<file path="src/design/tmrle_pkg.sv">
`timescale 1ns / 1ps
// ============================================================================
// tmrle_pkg
// Shared types and constants for the tile map run-length decoder.
// ============================================================================
package tmrle_pkg;

    // Code byte layout
    localparam int CODE_W      = 8;
    localparam int SKIP_W      = 7;   // skip count, bits 6..0
    localparam int RUN_W       = 6;   // run length, bits 5..0
    localparam int SOLID_BIT   = 7;
    localparam int VERT_BIT    = 6;

    // Result coordinate fields
    localparam int COORD_W     = 5;

    // Stream payload widths
    localparam int S_DATA_W    = 8;
    localparam int M_DATA_W    = 16;

    // Sequencer states, one-hot
    typedef enum logic [5:0] {
        ST_IDLE   = 6'b000001,
        ST_DECODE = 6'b000010,
        ST_NORM   = 6'b000100,
        ST_READ   = 6'b001000,
        ST_CHECK  = 6'b010000,
        ST_FLUSH  = 6'b100000
    } state_t;

endpackage

</file>
<file path="src/design/tmrle_ram.sv">
`timescale 1ns / 1ps
// ============================================================================
// tmrle_ram
// Generic single-write, single-read RAM with registered read data.
// ============================================================================
module tmrle_ram #(
    parameter int WIDTH = 32,
    parameter int DEPTH = 24
) (
    input  logic                     clk,
    input  logic                     we,
    input  logic [$clog2(DEPTH)-1:0] waddr,
    input  logic [WIDTH-1:0]         wdata,
    input  logic                     re,
    input  logic [$clog2(DEPTH)-1:0] raddr,
    output logic [WIDTH-1:0]         rdata
);

    logic [WIDTH-1:0] mem [DEPTH];
    logic [WIDTH-1:0] rdata_reg;

    // Write port
    always_ff @(posedge clk)
    begin
        if (we)
        begin
            mem[waddr] <= wdata;
        end
    end

    // Registered read port, holds when not reading
    always_ff @(posedge clk)
    begin
        if (re)
        begin
            rdata_reg <= mem[raddr];
        end
    end

    assign rdata = rdata_reg;

endmodule

</file>
<file path="src/design/tile_map_rle_decoder_core.sv">
`timescale 1ns / 1ps
// ============================================================================
// tile_map_rle_decoder_core
// Run-length decoder for a solid-tile map, reporting each newly solid tile.
// ============================================================================
// One code byte is taken per request; the block then stays busy until the
// byte is fully applied. A zero byte goes from decode straight back to idle.
// A skip byte adds its count to the column, then the cursor is renormalized
// by a single compare-and-subtract unit that removes one row width a cycle.
// A run byte walks up to 63 tiles by read-modify-write of the row RAM: the
// read state reads the row, and the check state tests and sets the bit. A
// run of length zero, or any run while the cursor sits at the end of the
// map, returns to idle from decode. Output backpressure can hold the
// check and flush states. Each new tile leaves as one result on the master
// side; tlast marks the last result of a byte, and a byte that sets no new
// tile produces no result. The map is cleared without a sweep: per-row
// valid flags are dropped at reset and on a start request, so the block is
// ready right after reset.
module tile_map_rle_decoder_core #(
    parameter int MAP_COLUMNS = 32,
    parameter int MAP_ROWS    = 24
) (
    input  logic        clk,
    input  logic        rst_n,
    // Input requests
    input  logic        s_axis_tvalid,
    output logic        s_axis_tready,
    input  logic [7:0]  s_axis_tdata,   // [7:0] code_byte
    input  logic        s_axis_tuser,   // [0] start_level
    // Tile results
    output logic        m_axis_tvalid,
    input  logic        m_axis_tready,
    output logic [15:0] m_axis_tdata,   // [4:0] tile_x, [9:5] tile_y, zero fill
    output logic        m_axis_tlast    // last_in_run
);

    localparam int COL_W = $clog2(MAP_COLUMNS);
    localparam int RA_W  = $clog2(MAP_ROWS);
    localparam int ROW_W = $clog2(MAP_ROWS + 1);
    localparam int CX_W  = ((COL_W > tmrle_pkg::SKIP_W) ? COL_W : tmrle_pkg::SKIP_W) + 1;

    tmrle_pkg::state_t state_reg, state_next;

    logic [COL_W-1:0]            col_reg, col_next;
    logic [ROW_W-1:0]            row_reg, row_next;
    logic [ROW_W-1:0]            vrow_reg, vrow_next;
    logic [CX_W-1:0]             cx_reg, cx_next;
    logic [tmrle_pkg::RUN_W-1:0] cnt_reg, cnt_next;
    logic                        vert_reg, vert_next;
    logic [tmrle_pkg::CODE_W-1:0] code_reg, code_next;
    logic [MAP_ROWS-1:0]         valid_reg, valid_next;

    logic                        pend_valid_reg, pend_valid_next;
    logic [COL_W-1:0]            pend_x_reg, pend_x_next;
    logic [ROW_W-1:0]            pend_y_reg, pend_y_next;

    logic                           out_valid_reg, out_valid_next;
    logic [tmrle_pkg::COORD_W-1:0]  out_x_reg, out_x_next;
    logic [tmrle_pkg::COORD_W-1:0]  out_y_reg, out_y_next;
    logic                           out_last_reg, out_last_next;

    // Target tile and row RAM signals
    logic [COL_W-1:0]    tx;
    logic [ROW_W-1:0]    ty;
    logic [RA_W-1:0]     ty_addr;
    logic [MAP_COLUMNS-1:0] row_q;
    logic [MAP_COLUMNS-1:0] row_word;
    logic [MAP_COLUMNS-1:0] row_wdata;
    logic                ram_we;
    logic                ram_re;
    logic                tile_set;
    logic                out_free;
    logic                accept;

    assign tx      = col_reg;
    assign ty      = vert_reg ? vrow_reg : row_reg;
    assign ty_addr = ty[RA_W-1:0];

    // Row word as stored, invalid rows read as clear
    assign row_word  = valid_reg[ty_addr] ? row_q : '0;
    assign tile_set  = row_word[tx];
    assign row_wdata = row_word | (MAP_COLUMNS'(1) << tx);

    assign out_free      = !out_valid_reg || m_axis_tready;
    assign accept        = s_axis_tvalid && s_axis_tready;
    assign s_axis_tready = (state_reg == tmrle_pkg::ST_IDLE);

    tmrle_ram #(
        .WIDTH (MAP_COLUMNS),
        .DEPTH (MAP_ROWS)
    ) u_row_ram (
        .clk   (clk),
        .we    (ram_we),
        .waddr (ty_addr),
        .wdata (row_wdata),
        .re    (ram_re),
        .raddr (ty_addr),
        .rdata (row_q)
    );

    // Sequencer
    always_comb
    begin
        logic step_done;
        logic at_last_col;
        logic at_last_tile;

        state_next      = state_reg;
        col_next        = col_reg;
        row_next        = row_reg;
        vrow_next       = vrow_reg;
        cx_next         = cx_reg;
        cnt_next        = cnt_reg;
        vert_next       = vert_reg;
        code_next       = code_reg;
        valid_next      = valid_reg;
        pend_valid_next = pend_valid_reg;
        pend_x_next     = pend_x_reg;
        pend_y_next     = pend_y_reg;
        out_valid_next  = out_valid_reg && !m_axis_tready;
        out_x_next      = out_x_reg;
        out_y_next      = out_y_reg;
        out_last_next   = out_last_reg;
        ram_we          = 1'b0;
        ram_re          = 1'b0;
        step_done       = 1'b0;

        at_last_col  = (col_reg == COL_W'(MAP_COLUMNS - 1));
        at_last_tile = at_last_col && (row_reg == ROW_W'(MAP_ROWS - 1));

        case (state_reg)
            tmrle_pkg::ST_IDLE:
            begin
                if (accept)
                begin
                    code_next = s_axis_tdata;
                    if (s_axis_tuser)
                    begin
                        valid_next = '0;
                        col_next   = '0;
                        row_next   = '0;
                    end
                    state_next = tmrle_pkg::ST_DECODE;
                end
            end

            tmrle_pkg::ST_DECODE:
            begin
                vert_next = code_reg[tmrle_pkg::VERT_BIT];
                vrow_next = row_reg;
                cnt_next  = code_reg[tmrle_pkg::RUN_W-1:0];
                if (code_reg == '0)
                begin
                    state_next = tmrle_pkg::ST_IDLE;
                end
                else if (!code_reg[tmrle_pkg::SOLID_BIT])
                begin
                    // skip: add count to column, then fold rows out
                    cx_next    = CX_W'(col_reg) + CX_W'(code_reg[tmrle_pkg::SKIP_W-1:0]);
                    state_next = tmrle_pkg::ST_NORM;
                end
                else if (row_reg == ROW_W'(MAP_ROWS))
                begin
                    // cursor saturated, nothing to mark
                    state_next = tmrle_pkg::ST_IDLE;
                end
                else if (code_reg[tmrle_pkg::RUN_W-1:0] == '0)
                begin
                    // empty run; a vertical one still moves on by one
                    if (code_reg[tmrle_pkg::VERT_BIT])
                    begin
                        if (at_last_col)
                        begin
                            col_next = '0;
                            row_next = row_reg + 1'b1;
                        end
                        else
                        begin
                            col_next = col_reg + 1'b1;
                        end
                    end
                    state_next = tmrle_pkg::ST_IDLE;
                end
                else
                begin
                    state_next = tmrle_pkg::ST_READ;
                end
            end

            tmrle_pkg::ST_NORM:
            begin
                if ((row_reg != ROW_W'(MAP_ROWS)) && (cx_reg >= CX_W'(MAP_COLUMNS)))
                begin
                    cx_next  = cx_reg - CX_W'(MAP_COLUMNS);
                    row_next = row_reg + 1'b1;
                end
                else
                begin
                    col_next   = (row_reg == ROW_W'(MAP_ROWS)) ? '0 : cx_reg[COL_W-1:0];
                    state_next = tmrle_pkg::ST_IDLE;
                end
            end

            tmrle_pkg::ST_READ:
            begin
                ram_re     = 1'b1;
                state_next = tmrle_pkg::ST_CHECK;
            end

            tmrle_pkg::ST_CHECK:
            begin
                if (!tile_set && pend_valid_reg && !out_free)
                begin
                    // result slot full, hold this tile
                    state_next = tmrle_pkg::ST_CHECK;
                end
                else
                begin
                    if (!tile_set)
                    begin
                        ram_we               = 1'b1;
                        valid_next[ty_addr]  = 1'b1;
                        if (pend_valid_reg)
                        begin
                            out_valid_next = 1'b1;
                            out_x_next     = tmrle_pkg::COORD_W'(pend_x_reg);
                            out_y_next     = tmrle_pkg::COORD_W'(pend_y_reg);
                            out_last_next  = 1'b0;
                        end
                        pend_valid_next = 1'b1;
                        pend_x_next     = tx;
                        pend_y_next     = ty;
                    end
                    cnt_next = cnt_reg - 1'b1;
                    if (vert_reg)
                    begin
                        vrow_next = vrow_reg + 1'b1;
                        step_done = (cnt_reg == tmrle_pkg::RUN_W'(1))
                                 || (vrow_reg == ROW_W'(MAP_ROWS - 1));
                        if (step_done)
                        begin
                            if (at_last_col)
                            begin
                                col_next = '0;
                                row_next = row_reg + 1'b1;
                            end
                            else
                            begin
                                col_next = col_reg + 1'b1;
                            end
                        end
                    end
                    else
                    begin
                        step_done = (cnt_reg == tmrle_pkg::RUN_W'(1)) || at_last_tile;
                        if (at_last_col)
                        begin
                            col_next = '0;
                            row_next = row_reg + 1'b1;
                        end
                        else
                        begin
                            col_next = col_reg + 1'b1;
                        end
                    end
                    state_next = step_done ? tmrle_pkg::ST_FLUSH : tmrle_pkg::ST_READ;
                end
            end

            tmrle_pkg::ST_FLUSH:
            begin
                if (!pend_valid_reg)
                begin
                    state_next = tmrle_pkg::ST_IDLE;
                end
                else if (out_free)
                begin
                    // final result of this byte
                    out_valid_next  = 1'b1;
                    out_x_next      = tmrle_pkg::COORD_W'(pend_x_reg);
                    out_y_next      = tmrle_pkg::COORD_W'(pend_y_reg);
                    out_last_next   = 1'b1;
                    pend_valid_next = 1'b0;
                    state_next      = tmrle_pkg::ST_IDLE;
                end
            end

            default:
            begin
                state_next = tmrle_pkg::ST_IDLE;
            end
        endcase
    end

    // Control registers
    always_ff @(posedge clk or negedge rst_n)
    begin
        if (!rst_n)
        begin
            state_reg      <= tmrle_pkg::ST_IDLE;
            col_reg        <= '0;
            row_reg        <= '0;
            valid_reg      <= '0;
            pend_valid_reg <= 1'b0;
            out_valid_reg  <= 1'b0;
        end
        else
        begin
            state_reg      <= state_next;
            col_reg        <= col_next;
            row_reg        <= row_next;
            valid_reg      <= valid_next;
            pend_valid_reg <= pend_valid_next;
            out_valid_reg  <= out_valid_next;
        end
    end

    // Payload and working registers
    always_ff @(posedge clk)
    begin
        vrow_reg     <= vrow_next;
        cx_reg       <= cx_next;
        cnt_reg      <= cnt_next;
        vert_reg     <= vert_next;
        code_reg     <= code_next;
        pend_x_reg   <= pend_x_next;
        pend_y_reg   <= pend_y_next;
        out_x_reg    <= out_x_next;
        out_y_reg    <= out_y_next;
        out_last_reg <= out_last_next;
    end

    // Result port
    assign m_axis_tvalid = out_valid_reg;
    assign m_axis_tlast  = out_last_reg;
    assign m_axis_tdata  = {6'b0, out_y_reg, out_x_reg};

endmodule

</file>
<file path="config.mk">
export PLATFORM = sky130hd
export DESIGN_NAME = tile_map_rle_decoder_core
export DESIGN_NICKNAME = d
export VERILOG_FILES = /design/src/design/tmrle_pkg.sv /design/src/design/tmrle_ram.sv /design/src/design/tile_map_rle_decoder_core.sv
export SDC_FILE = /design/constraint.sdc
export NUM_CORES = 1
export LEC_CHECK = 0
export BUFFER_PORTS_ARGS = -buffer_cell sky130_fd_sc_hd__buf_2
export CAP_MARGIN = 0
export CORE_AREA = 3 3 390 199
export DETAILED_ROUTE_END_ITERATION = 16
export DIE_AREA = 0 0 393 202
export PLACE_DENSITY = 0.61
export SETUP_SLACK_MARGIN = 0.1
export SLEW_MARGIN = 15
export SYNTH_ARGS = -nofsm -noshare
export SYNTH_HDL_FRONTEND = slang
export SYNTH_SLANG_ARGS = --single-unit
</file>
<file path="constraint.sdc">
create_clock -name clk -period 7.4 [get_ports clk]
set_input_delay 1.48 -clock clk [delete_from_list [all_inputs] [get_ports clk]]
set_output_delay 1.48 -clock clk [all_outputs]
set_load 0.1 [all_outputs]
</file>
---- Word level (Yosys, flattened, before mapping) ----
Memory sizes are Yosys's and may differ from the RTL's. A register that Yosys moved wholly into a read port is not among the register bits.
Cells that the tools add are included.
storage, ports and cells
  output and inout bits ................... 19
  bits in registers ....................... 91
  memories ................................ 1
  memory bits (read-only) ................. 0
  latch bits .............................. 0
  bits of input ports ..................... 13
  logic and storage cells ................. 190
  RAM bits ................................ 768
operators by class
  divide/modulo/power cells ............... 0
  add/sub/neg operators ................... 6
  bitwise operators ....................... 4
  equal/unequal tests ..................... 30
  reductions and logical operators ........ 32
  magnitude comparators ................... 4
  multiplexer cells ....................... 96
  shift operators ......................... 1
  $mul .................................... 0
memory list
  memory         words  bits a word  rd ports  clocked after Yosys merged registers in  wr ports  line             source
  u_row_ram.mem  24     32           1         1                                        1         tmrle_ram.sv:19  logic [WIDTH-1:0] mem [DEPTH];
operator list
  kind                  count
  $mux 5                36
  $mux 24               4
  $pmux 24 s2           1
  $mux 6                7
  $pmux 5 s4            2
  $pmux 6 s6            1
  $mux 32               1
  $or 32x32->32         1
  $shl 1x5->32 const A  1
  $pmux 5 s2            3
  $ne 2x2->1 const B    14
  $mux 1                26
  $mux 8                3
  $or 24x24->24         1
  $reduce_and 11->1     2
  $eq 5x5->1 const B    4
  $mux 4                4
  $pmux 8 s2            1
  $add 5x1->5 const B   3
  $eq 6x1->1 const B    2
  $lt 5x6->1 const B    2
  $pmux 6 s2            1
  $reduce_and 3->1      4
  $bmux 1 s5            2
  27 further kinds      47

---- Logic depth before layout (Yosys ltp) ----
Gate-level depths: netlist of run 1.
  word-level depth ........................ 14
  gate-level depth with buffers ........... 14
  mapped depth without buffers ............ 10

---- Modules after synthesis ----
Synthesis of run 1 repeated with hierarchy kept, for this count alone.
second synthesis, totals
  cells, all modules ...................... 2063
  area total of the unflattened synthesis .. 36110.9 µm²
by module, submodules not included
  module                     area each (µm²)  instances  cells each  seq. area each (µm²)
  tmrle_ram                  30649.4          1          1545        24023.0
  tile_map_rle_decoder_core  5461.5           1          518         2523.7

---- Worst setup path after synthesis of run 1 ----
OpenSTA, ideal clock, no wires.
  path kind ............................... reg-to-reg
  start ................................... reg vert_reg
  end ..................................... mem u_row_ram.mem[10][0], enable pin
  period minus slack after synthesis ...... 5.159 ns
  path slack .............................. 2.241 ns
  data required time ...................... 6.939 ns
  buffers on the path ..................... 4
  setup time .............................. 0.461 ns
  stages on the path, launching flop included .. 14
  arrival time ............................ 4.698 ns
  cells stage by stage .................... edfxtp_1 buf_4 mux2i_4 inv_2 mux4_2 a21oi_1 o31ai_1 and2_1 buf_2 a21o_1 nand2b_1 buf_4 buf_2 nor3_1
on the way
  word-level cells in the longest chain between the ends .. 13
  elaborated cells on any way between the ends .. 14
  classes of those cells .................. mux: 11; reduce/logical: 3
ends and longest elaborated chain
  element                          line                              source
  start, declared                  tile_map_rle_decoder_core.sv:49   logic vert_reg, vert_next;
  start signal, assigned           tile_map_rle_decoder_core.sv:324  vert_reg <= vert_next;
  $mux 5 (*)                       tile_map_rle_decoder_core.sv:76   assign ty = vert_reg ? vrow_reg : row_reg;
  $bmux 1 s5                       tile_map_rle_decoder_core.sv:80   assign row_word = valid_reg[ty_addr] ? row_q : '0;
  $mux 1 (not written as such)     tile_map_rle_decoder_core.sv:80
  $mux 32                          tile_map_rle_decoder_core.sv:80
  $bmux 1 s5                       tile_map_rle_decoder_core.sv:81   assign tile_set = row_word[tx];
  $mux 1 (not written as such)     tile_map_rle_decoder_core.sv:81
  $logic_not 1->1                  n/a
  $logic_and 1x1->1 (2 in series)  tile_map_rle_decoder_core.sv:212  if (!tile_set && pend_valid_reg && !out_free)
  $mux 1                           tile_map_rle_decoder_core.sv:212
  $mux 1                           tile_map_rle_decoder_core.sv:131  case (state_reg)
  $mux 1                           tmrle_ram.sv:25                   if (we)
  $mux 1 (not written as such)     tmrle_ram.sv:27                   mem[waddr] <= wdata;
  end, declared                    tmrle_ram.sv:19
Every way passes the cells marked *; elsewhere a longest branch is shown, timed or not. The select of a mux whose other input is x is not followed.

---- Worst setup path after layout of run 1 ----
  start ................................... reg vert_reg
  end ..................................... mem u_row_ram.mem[4][28], enable pin
The elaborated chain is that of the path after synthesis.

==> results.json, run 1 <==
{
  "critPathMaxFanout": 67,
  "drc_errors": 0,
  "startpoint_type": "flop",
  "place.gp.congestion": 0.881,
  "nets": 2189,
  "holdCritPathClass": "flop to flop",
  "cts_setup_buffers": 0,
  "ant_nets": 0,
  "cts_buffers": 81,
  "crit_type": "flop to flop",
  "num_rows": 71,
  "whs_ns": 0.418,
  "cts_hold_buffers": 0,
  "arrival_ns": 5.67,
  "grt_pass1_wl_um": 136000,
  "fillers": 5878,
  "htree_levels": 3,
  "grt_antenna_before_repair": 3,
  "most-common-layout-cells": "edfxtp_1 (849), nand2_1 (310), mux4_2 (136)",
  "drt-total-wl_um": 93600,
  "critical_path.top_delay_family": "buffers and inverters",
  "netlist_area_um2": 35700,
  "period_needed_ns": 5.39,
  "crit_chain": "buf_4 > mux2i_4 > buf_4 > mux4_2 > a21oi_1 > o31ai_1 > and2_1 > buf_4 > a21o_1 > nand2b_2 > nor3_2 > buf_4",
  "postLayoutCoreUtil_pct": 53.3,
  "yosys.area.top_type": "edfxtp_1",
  "tns_ns": 0,
  "status": "finished, final reports clean",
  "vias_per_cell": 6.18,
  "cts_buffer_depth": 3,
  "dieArea_um2": 79400,
  "fin_skew_ns": 0.0173,
  "clkLatencyLatePin_ns": 0.64,
  "core_area_um2": 74600,
  "max_freq_ghz": 0.186,
  "area_growth_syn_to_layout_pct": 11.4,
  "drt_iter0_markers": 2480,
  "vias": 19800,
  "cts-resized-gates": 0,
  "numPortBuffers": 25,
  "slew_headroom_pct": 13.7,
  "wl_per_cell_um": 29.2,
  "fin_crit_sh_pct": 72.8,
  "ys_types": 65,
  "drv_cap": 0,
  "grt-busiest-layer": "met1",
  "seq_area_frac_synth_pct": 74.4,
  "required_ns": 7.69,
  "crit_top_cell": "buf_4",
  "gr-usage-met2_pct": 34.6,
  "synth_edf_count": 849,
  "cts_root_buffer": "clkbuf_16",
  "ys_ff_latch": 891,
  "synthArstFlopShare_pct": 4.71,
  "tightest_slew_ns": 1.29,
  "finalSetupViolCount": 0,
  "cts.sink_count": 891,
  "rsz0062_at_grt": "false",
  "avgSynthCellArea_um2": 16.9,
  "path_buf_inv": 4,
  "met3_usage_pct": 5.00,
  "synth_top_area_share_pct": 71.5,
  "netlist_top_cells_area": "edfxtp_1 (71%), mux4_2 (8.6%), nand2_1 (3.3%)",
  "end_kind": "flop",
  "power.density_nw_per_um2": 299,
  "synth_flop_cell": "edfxtp_1",
  "firstDrtPassIters": 5,
  "slowest_stage": "edfxtp_1",
  "grt_pass1_vias": 19200,
  "start_util_pct": 47.8,
  "diodes": 0,
  "largest_register_ff_count": 768,
  "yosysWarnings": 0,
  "grt_usage_pct": 23.8,
  "clk_pin_slew_ns": 0.06,
  "dieWidth_um": 393,
  "slew_violations": 0,
  "cellLeakagePower_nw": 13.1,
  "hold_viol": 0,
  "max-vdd-ir-drop_uv": 164,
  "mostFrequentLayoutCell": "edfxtp_1",
  "synthCells": 2111,
  "cts_tree": "yes",
  "ioPinCount": 32,
  "total_power_w": 0.0119,
  "grt_max_degree": 151,
  "overflow": 0,
  "slowest_delay_ns": 0.71,
  "die_y_um": 202,
  "globalRouteMet1Util_pct": 36.2,
  "dpl.hpwl_um": 57000,
  "drive_gt1_share_pct": 17.3
}
==> path summary, 6_finish.rpt <==
path | from | to | slack (ns) | cells after the start
setup / recovery | vert_reg$_DFFE_PP_ | u_row_ram.mem[4][28]$_DFFE_PP_ | 2.01 | 12
hold / removal | pend_x_reg[1]$_DFFE_PP_ | out_x_reg[1]$_DFFE_PP_ | 0.42 | 0
setup reg to reg | vert_reg$_DFFE_PP_ | u_row_ram.mem[4][28]$_DFFE_PP_ | 2.01 | 12
hold reg to reg | pend_x_reg[1]$_DFFE_PP_ | out_x_reg[1]$_DFFE_PP_ | 0.42 | 0
max in group asynchronous | rst_n | valid_reg[6]$_DFFE_PN0P_ | 5.74 | 1
min in group asynchronous | rst_n | m_axis_tvalid$_DFF_PN0_ | 1.01 | 1
==> synthesized netlist by cell type (all sizes together) (4+ instances only) <==
master  instances
o21ai          22
nand3          70
nor2           32
nand4           5
clkbuf         92
o31ai          19
mux2i          15
and2            9
a32o           18
nand2         310
mux4          136
a22o           23
edfxtp        849
ha             18
mux2            6
a22oi          41
nor3           35
or3             4
a311oi         33
and3           36
nor2b          50
dfrtp          41
a21oi          45
nand2b          4
a31oi          33
and3b           4
inv            23
buf            41
xnor2          10
a21o            5
o211ai         32
==> worst register-to-register path: stages (launching register included) <==
cell	delay [ns]
edfxtp_1	0.71
buf_4	0.35
mux2i_4	0.37
buf_4	0.66
mux4_2	0.41
a21oi_1	0.16
o31ai_1	0.11
and2_1	0.15
buf_4	0.24
a21o_1	0.28
nand2b_2	0.43
nor3_2	0.65
buf_4	0.50
==> report_power, final <==
group | switching [W] | internal (W)
registers | 0.0000835 | 0.00577
clock network | 0.00181 | 0.00229
logic | 0.00134 | 0.000601
total | 0.00323 | 0.00867
==> per-layer routing <==
layer  part of all wire, %  vias up  routed length (um)
li1                      -     8438                   -
met1                    43    10300               40300
met2                    44      923               41300
met3                   9.8      147                9190
met4                   3.0        2                2830
met5                 0.064        -                  60
==> cell type report <==
type | count | area, um2 | area share (%)
clock buffer | 113 | 2190 | 5.51
inverter | 23 | 93.8 | 0.236
clock inverter | 35 | 359 | 0.903
timing repair buffer | 91 | 658 | 1.66
multi-input combinational | 1069 | 8670 | 21.8
tap | 985 | 1230 | 3.10
sequential | 891 | 26500 | 66.8
==> cell families after synthesis <==
family	after synthesis	synth area share, %
AOI/OAI and AO/OA	295	5.99
xor gates and xnor gates	12	0.295
adders and majority gates	19	0.687
buffers and inverters	156	1.81
DFF	891	74.4
muxes	157	9.27
other	1	0.0105
and+or+nand+nor	580	7.53
==> through the flow <==
step                cell area (um2)  setup slack, ns  cells
floorplan                     35700             2.24   2116
global placement              37200             2.09   3059
detailed placement            37200             2.02   3059
CTS                           39700             1.99   3207
global route                  39800             1.70   3207
finish                        39800             2.01   3207
No activity file was read; power rests on OpenSTA's default activity.
==> run 2, diff against run 1 <==
PLACE_DENSITY = 0.63   (was 0.61)
clock period = 4.82 ns   (was 7.4 ns; I/O delays follow)
==> results.json, run 2 (synthesis results as in run 1) <==
{
  "clkLatencyLatePin_ns": 0.63,
  "cts_root_buffer": "clkbuf_16",
  "dieArea_um2": 79400,
  "drc_errors": 0,
  "finalWorstSetupSlack_ns": 0.639,
  "numPortBuffers": 25,
  "largest_register_ff_count": 768,
  "whs_ns": 0.420,
  "place.gp.congestion": 0.875,
  "start_util_pct": 47.8,
  "nets": 2212,
  "finalSetupViolCount": 0,
  "fillers": 5877,
  "overflow": 0,
  "ioPinCount": 32,
  "htree_levels": 3,
  "hold_viol": 0,
  "drv_cap": 0,
  "wl_per_cell_um": 27.3,
  "rsz0062_at_grt": "false",
  "core_area_um2": 74600,
  "grt_antenna_before_repair": 3,
  "dpl.hpwl_um": 54300,
  "drt-total-wl_um": 88000,
  "cts_setup_buffers": 0,
  "fin_skew_ns": 0.0172,
  "die_y_um": 202,
  "cts_buffers": 79,
  "place_ws_ns": 0.562,
  "end_kind": "flop",
  "grt_pass1_wl_um": 131000,
  "cts-resized-gates": 0,
  "tightest_slew_ns": 1.11,
  "cts.sink_count": 891,
  "status": "finished, final reports clean",
  "slew_headroom_pct": 25.3,
  "num_rows": 71,
  "max_freq_ghz": 0.239,
  "total_power_w": 0.0184,
  "cts_buffer_depth": 3,
  "drive_gt1_share_pct": 18.3,
  "mostFrequentLayoutCell": "edfxtp_1",
  "grt_max_degree": 133,
  "holdCritPathClass": "flop to flop",
  "period_needed_ns": 4.18,
  "power.density_nw_per_um2": 458,
  "required_ns": 5.13,
  "vias": 20100,
  "cts_hold_buffers": 0,
  "startpoint_type": "flop",
  "cellLeakagePower_nw": 13.4,
  "crit_type": "flop to flop",
  "most-common-layout-cells": "edfxtp_1 (849), nand2_1 (310), mux4_2 (136)",
  "area_growth_syn_to_layout_pct": 12.4,
  "cts_tree": "yes",
  "grt_usage_pct": 22.3,
  "max-vdd-ir-drop_uv": 271,
  "clk_pin_slew_ns": 0.07,
  "vias_per_cell": 6.22,
  "fin_crit_sh_pct": 86.7,
  "drt_iter0_markers": 2533,
  "dieWidth_um": 393,
  "diodes": 0,
  "ant_nets": 0,
  "slew_violations": 0,
  "grt_pass1_vias": 19200,
  "arrival_ns": 4.49,
  "critPathMaxFanout": 32,
  "firstDrtPassIters": 5
}
[run 2: final timing paths]
kind                                          from                         endpoint  slack, ns  depth (start not counted)
setup / recovery                vert_reg$_DFFE_PP_  u_row_ram.mem[15][12]$_DFFE_PP_       0.64                         11
hold / removal             pend_y_reg[1]$_DFFE_PP_           out_y_reg[1]$_DFFE_PP_       0.42                          0
setup reg to reg                vert_reg$_DFFE_PP_  u_row_ram.mem[15][12]$_DFFE_PP_       0.64                         11
hold reg to reg            pend_y_reg[1]$_DFFE_PP_           out_y_reg[1]$_DFFE_PP_       0.42                          0
max in group asynchronous                    rst_n         state_reg[5]$_DFFE_PN0P_       3.59                          1
min in group asynchronous                    rst_n        valid_reg[10]$_DFFE_PN0P_       0.53                          1
[run 2: cell type report]
type / count / area, um2 / share of cell area, %
sequential: 891 / 26500 / 66.2
clock inverter: 48 / 533 / 1.33
multi-input combinational: 1069 / 8750 / 21.8
tap: 985 / 1230 / 3.07
clock buffer: 94 / 2030 / 5.07
inverter: 23 / 93.8 / 0.234
timing repair buffer: 116 / 921 / 2.30
[run 2: where the power goes]
part           switching [W]  total (W)  leakage, nW  internal (W)
sequential          0.000112    0.00897         8.36       0.00885
combinational        0.00201    0.00301         3.77      0.000999
clock                0.00277    0.00639         1.25       0.00361
[run 2: layer usage]
metal,track usage (%),up-vias,wire length (um)
met1,37.2,10500,40600
met3,3.97,103,8590
met2,30.6,975,37500
met5,0,-,0
li1,-,8479,-
met4,4.73,0,1400
[run 2: per-stage QoR]
| stage | setup TNS, ns | instances | util, % | instance area [um2] |
|---|---|---|---|---|
| 2_1_floorplan | -148.16 | 2116 | - | 35700 |
| 3_3_place_gp | 0 | 3084 | 50.3 | 37500 |
| 3_5_place_dp | 0 | 3084 | 50.3 | 37500 |
| 4_1_cts | 0 | 3226 | 53.7 | 40100 |
| 5_1_grt | 0 | 3226 | 53.8 | 40100 |
| 6_report | 0 | 3226 | 53.8 | 40100 |
[run 2: critical path: stages (launching register included)]
cell,delay (ns)
edfxtp_1,0.48
buf_4,0.36
nor3b_1,0.42
o21bai_1,0.14
a41oi_1,0.23
nor3_1,0.10
and2_1,0.18
a21o_1,0.21
nand2b_2,0.21
buf_12,0.18
nor3_2,0.85
buf_4,0.45
